==> src/sv/msm_pkg.sv <==
`timescale 1ns / 1ps
// ----------------------------------------------------------------------------
// msm_pkg
// Shared types and constants of the multi-pattern string matcher.
// ----------------------------------------------------------------------------
package msm_pkg;

  localparam int NODES_DEF    = 256;
  localparam int ALPHABET_DEF = 256;
  localparam int PATTERNS_DEF = 16;
  localparam int MAX_RESULTS  = 16;

  localparam logic [2:0] KIND_PSYM    = 3'd0;
  localparam logic [2:0] KIND_PEND    = 3'd1;
  localparam logic [2:0] KIND_BUILD   = 3'd2;
  localparam logic [2:0] KIND_TEXT    = 3'd3;
  localparam logic [2:0] KIND_RESTART = 3'd4;

  localparam logic STATUS_MATCH = 1'b0;
  localparam logic STATUS_FULL  = 1'b1;

  typedef enum logic [2:0] {
    OP_NONE    = 3'd0,
    OP_PSYM    = 3'd1,
    OP_PEND    = 3'd2,
    OP_BUILD   = 3'd3,
    OP_TEXT    = 3'd4,
    OP_RESTART = 3'd5
  } op_t;

  typedef struct packed {
    logic [2:0] kind;
    logic [7:0] symbol;
    logic [3:0] pattern_id;
  } in_item_t;

  typedef struct packed {
    logic        status;
    logic [3:0]  match_id;
    logic [31:0] start_offset;
    logic        last;
  } out_item_t;

  typedef struct packed {
    op_t        op;
    logic [7:0] symbol;
    logic       sym_ok;
    logic [3:0] pid;
    logic       pid_ok;
  } cmd_t;

endpackage

==> src/sv/msm_outq.sv <==
`timescale 1ns / 1ps
// ----------------------------------------------------------------------------
// msm_outq
// Two-entry result queue between the engine and the result port.
// ----------------------------------------------------------------------------
module msm_outq
  import msm_pkg::*;
(
  input  logic      clk,
  input  logic      rst_n,
  input  logic      res_push,
  input  out_item_t res,
  output logic      res_full,
  output logic      empty,
  input  logic      pop,
  output out_item_t out_item
);

  out_item_t  mem_r [2];
  logic       wp_r, rp_r;
  logic [1:0] cnt_r, cnt_nxt;
  logic       enq, deq;

  assign res_full = (cnt_r == 2'd2);
  assign empty    = (cnt_r == 2'd0);
  assign enq      = res_push && !res_full;
  assign deq      = pop && !empty;
  assign out_item = mem_r[rp_r];
  assign cnt_nxt  = cnt_r + 2'(enq) - 2'(deq);

  always_ff @(posedge clk) begin
    if (!rst_n) begin
      wp_r  <= 1'b0;
      rp_r  <= 1'b0;
      cnt_r <= 2'd0;
    end else begin
      if (enq) begin
        wp_r <= !wp_r;
      end
      if (deq) begin
        rp_r <= !rp_r;
      end
      cnt_r <= cnt_nxt;
    end
  end

  always_ff @(posedge clk) begin
    if (enq) begin
      mem_r[wp_r] <= res;
    end
  end

endmodule

==> config.mk <==
export PLATFORM = sky130hd
export DESIGN_NAME = msm_outq
export DESIGN_NICKNAME = d
export VERILOG_FILES = /design/src/sv/msm_pkg.sv /design/src/sv/msm_outq.sv
export SDC_FILE = /design/constraint.sdc
export NUM_CORES = 1
export LEC_CHECK = 0
export ABC_CLOCK_PERIOD_IN_PS = 3100
export BUFFER_PORTS_ARGS = -buffer_cell sky130_fd_sc_hd__buf_2
export CORE_MARGIN = 10
export CORE_UTILIZATION = 50
export DETAILED_ROUTE_END_ITERATION = 7
export PLACE_DENSITY_LB_ADDON = 0.25
export SLEW_MARGIN = 20
export SYNTH_ARGS = -nofsm -noshare
export SYNTH_HDL_FRONTEND = slang
export SYNTH_SLANG_ARGS = --single-unit
==> constraint.sdc <==
create_clock -name clk -period 3.1 [get_ports clk]
set_input_delay 0.155 -clock clk [delete_from_list [all_inputs] [get_ports clk]]
set_output_delay 0.155 -clock clk [all_outputs]
set_load 0.005 [all_outputs]
==> impl_metrics.csv <==
group,metric,value,unit
synth,synth_top_area_cell,"edfxtp_1",
cts,clockBufferDepth,2,
synth,yosysSeqAreaShare,77.91,%
worst_setup_path,r2r_cells,4,
global_route,grt_pass1_wl,8480,um
synth,synth_seq_cells,81,
synth,synth.distinct_cells,18,
global_route,antenna_found_initial,0,
placed_design,port_buffers,81,
worst_setup_path,crit_family,"flip-flops",
power_and_ir_drop,swShare,26.32,%
cts,cts_sinks,81,
finish,final_common_cell,"buf_2",
drt,drt_iter0_drc,41,
drt,ant_nets,0,
worst_hold_path,min_to,"mem_r[1][21]",
worst_setup_path,path_cells,"buf_4 -> mux2_4 -> buf_2",
timing,min_period,2.105,ns
flow_run,maxCapViolCount,0,
finish,final_nets,303,
power_and_ir_drop,p_per_area,739.8,mW/mm^2
worst_setup_path,crit_path_max_fanout,23,
worst_setup_path,critical_path.max_stage_delay,0.74,ns
synth,synthTopCellsByArea,"edfxtp_1 75%, mux2_4 9.8%, mux2_2 6.6%",
drt,via_count,1615,
synth,synth_top_area_share,74.63,%
worst_setup_path,cp.arrival,1.95,ns
worst_setup_path,r2r_slack,1.20,ns
finish,final_cell_mix,"81 x buf_2, 76 x edfxtp_1, 23 x dlygate4sd3_1, 20 x mux2_4, 18 x mux2_2",
floorplanning,core-area,0.005921,sq mm
floorplanning,ios,82,
global_route,overflow,0,
timing,fmax,475.2,MHz
cts,clock_latency,0.34,ns
global_route,grt_max_degree,39,
cts,htree_levels,3,
synth,postSynthCellCount,145,
worst_setup_path,path_class,"reg2out",
cts,numCtsBuffers,9,
drt,drtPass1Iterations,4,
finish,insertedDiodeCount,0,
placed_design,dp_hpwl,3780,um
drt,drc,0,
floorplanning,rows,28,
placed_design,gp_congestion,0.6989,
timing,setup_viol,0,
floorplanning,initial_core_util,51.65,%
worst_hold_path,holdPathStages,1,
drt,wire_per_inst,16.41,um
power_and_ir_drop,comb_power_share,27.3,%
power_and_ir_drop,power_leakage,1.558,nW
timing,finalMaxSlewViolations,0,
worst_hold_path,hp-class,"in2reg",
synth,syn_nets,189,
power_and_ir_drop,power.internal,2.143,mW
worst_setup_path,worstSetupEndpointType,"output port",
synth,synth_area_per_cell,21.09,sq um
floorplanning,fp.dieArea,0.009644,sq mm
finish,drive_gt1_share,52.09,%
global_route,grt_pass1_vias,1733,
cts,cts_tree,"done",
cts,clockRootBuffer,"clkbuf_8",
placed_design,place_area,0.003551,sq mm
drt,viasPerCell,4.778,
worst_setup_path,cpMaxStageDelayCell,"dfxtp_2",
timing,rsz0062_at_grt,"false",
timing,maxSlewHeadroom,40.08,%
power_and_ir_drop,sequentialPowerShare,52.0,%
worst_setup_path,cp_num_buf_inv,2,
floorplanning,die_h,98.21,um
synth,synth_area,0.003058,sq mm
timing,tightest_slew,0.8988,ns
finish,design_area,0.003931,sq mm
synth,synth_warnings,0,
worst_hold_path,min-delay-start,"res[21]",
cts,ctsResizeCount,0,
finish,area_growth,28.56,%
global_route,track_usage,11.06,%
power_and_ir_drop,switchingPower,0.7655,mW
worst_setup_path,start_kind,"flip-flop",
drt,routed_wl,5545,um
timing,finalCritPeriodShare,67.89,%
timing,fin_tns_setup,0,ns
floorplanning,die_w,98.21,um
timing,fin_skew,0.009768,ns
power_and_ir_drop,ir_worst_vdd,0.0004756,V
power_and_ir_drop,power.share.clock,20.6,%
worst_setup_path,reg2reg_to,"mem_r[0][22]",
worst_setup_path,cp_data_required_time,2.94,ns
worst_setup_path,crit-reg2reg-launch,"cnt_r[0]",
status,status,"completed",
timing,finalHoldViolCount,0,
cts,path_clk_slew,0.07,ns
==> metrics by stage <==
step,power [mW],worst slack [ns],instances,hold slack [ns],utilization [%]
final,2.908,0.9955,338,0.01060,66.40
after global routing,3.086,0.8973,338,0.001422,66.40
after CTS,2.939,0.9671,327,0.0003560,64.54
after detailed placement,2.336,1.174,300,0.3465,59.97
after global placement,2.315,1.243,300,0.3448,59.97
after floorplan,2.023,0.4742,145,0.2539,-
==> cells by family (layout without fill, tap and decap cells) <==
group | Yosys count | after routing | synth area share [%]
buffers and inverters | 7 | 125 | 1.636
DFF | 81 | 81 | 77.91
muxes | 39 | 39 | 16.78
and+or+nand+nor | 13 | 13 | 2.046
xor gates and xnor gates | 2 | 2 | 0.5729
AOI/OAI and AO/OA | 1 | 1 | 0.2456
adders and majority gates | 2 | 2 | 0.8182
==> registers in the layout, summed over array words and instances (netlist names), named ones only <==
name	flops
wp_r	1
cnt_r	2
mem_r	76
rp_r	1
==> worst register-to-register path: stages, from the launching register on <==
cell and delay [ns]:
dfxtp_1 0.37, nand2b_1 0.15, nand2_1 0.15, nor2_4 0.64, buf_4 0.30
==> worst max path at each step <==
stage / start / endpoint / slack [ns] / cells past startpoint
floorplan: cnt_r[0] / mem_r[0][0] / 0.47 / 3
global placement: cnt_r[0] / mem_r[0][2] / 1.24 / 4
detailed placement: cnt_r[0] / mem_r[0][21] / 1.17 / 4
CTS: flip-flop / out_item[32] / 0.97 / 3
global route: flip-flop / out_item[24] / 0.90 / 3
finish: flip-flop / out_item[24] / 1.0 / 3
==> per-layer routing <==
metal	up-vias	wire length, um	global-route usage (%)
li1	784	-	-
met1	769	2225	11.80
met2	50	2798	18.38
met3	12	402	4.510
met4	0	119	5.954
met5	-	0	0
==> cell usage after synthesis <==
library cell / instances
buf_6: 3
nor3_1: 1
nand2_1: 2
edfxtp_1: 76
inv_1: 3
mux2i_1: 1
and2_1: 2
mux2_2: 18
dfxtp_1: 5
buf_2: 1
mux2_4: 20
xnor2_1: 1
ha_1: 2
xor2_1: 1
nand2b_1: 2
o21a_1: 1
and3_1: 1
nor2_1: 5
==> cell type report <==
class	instances	area, sq um
flip-flops and latches	81	2384
fillers	426	1989
repair buffers	107	658.1
multi-input cells	57	634.4
clock buffers	9	123.9
well taps	75	93.84
clock inverters	6	26.28
inverters	3	11.26
==> power by group through the flow <==
stage               Sequential [mW]  Combinational (mW)  Clock (mW)
floorplan                      1.48               0.543           0
global placement               1.53               0.785           0
detailed placement             1.54               0.795           0
CTS                            1.52               0.809       0.614
global route                   1.53               0.884       0.669
finish                         1.51               0.795       0.600
==> repair_timing <==
item,CTS,global route
endpoints found under the hold margin,24,18
setup buffers,0,0
endpoints found under the setup margin,0,0
hold buffers,12,11
Power figures use the tool's default switching activity.
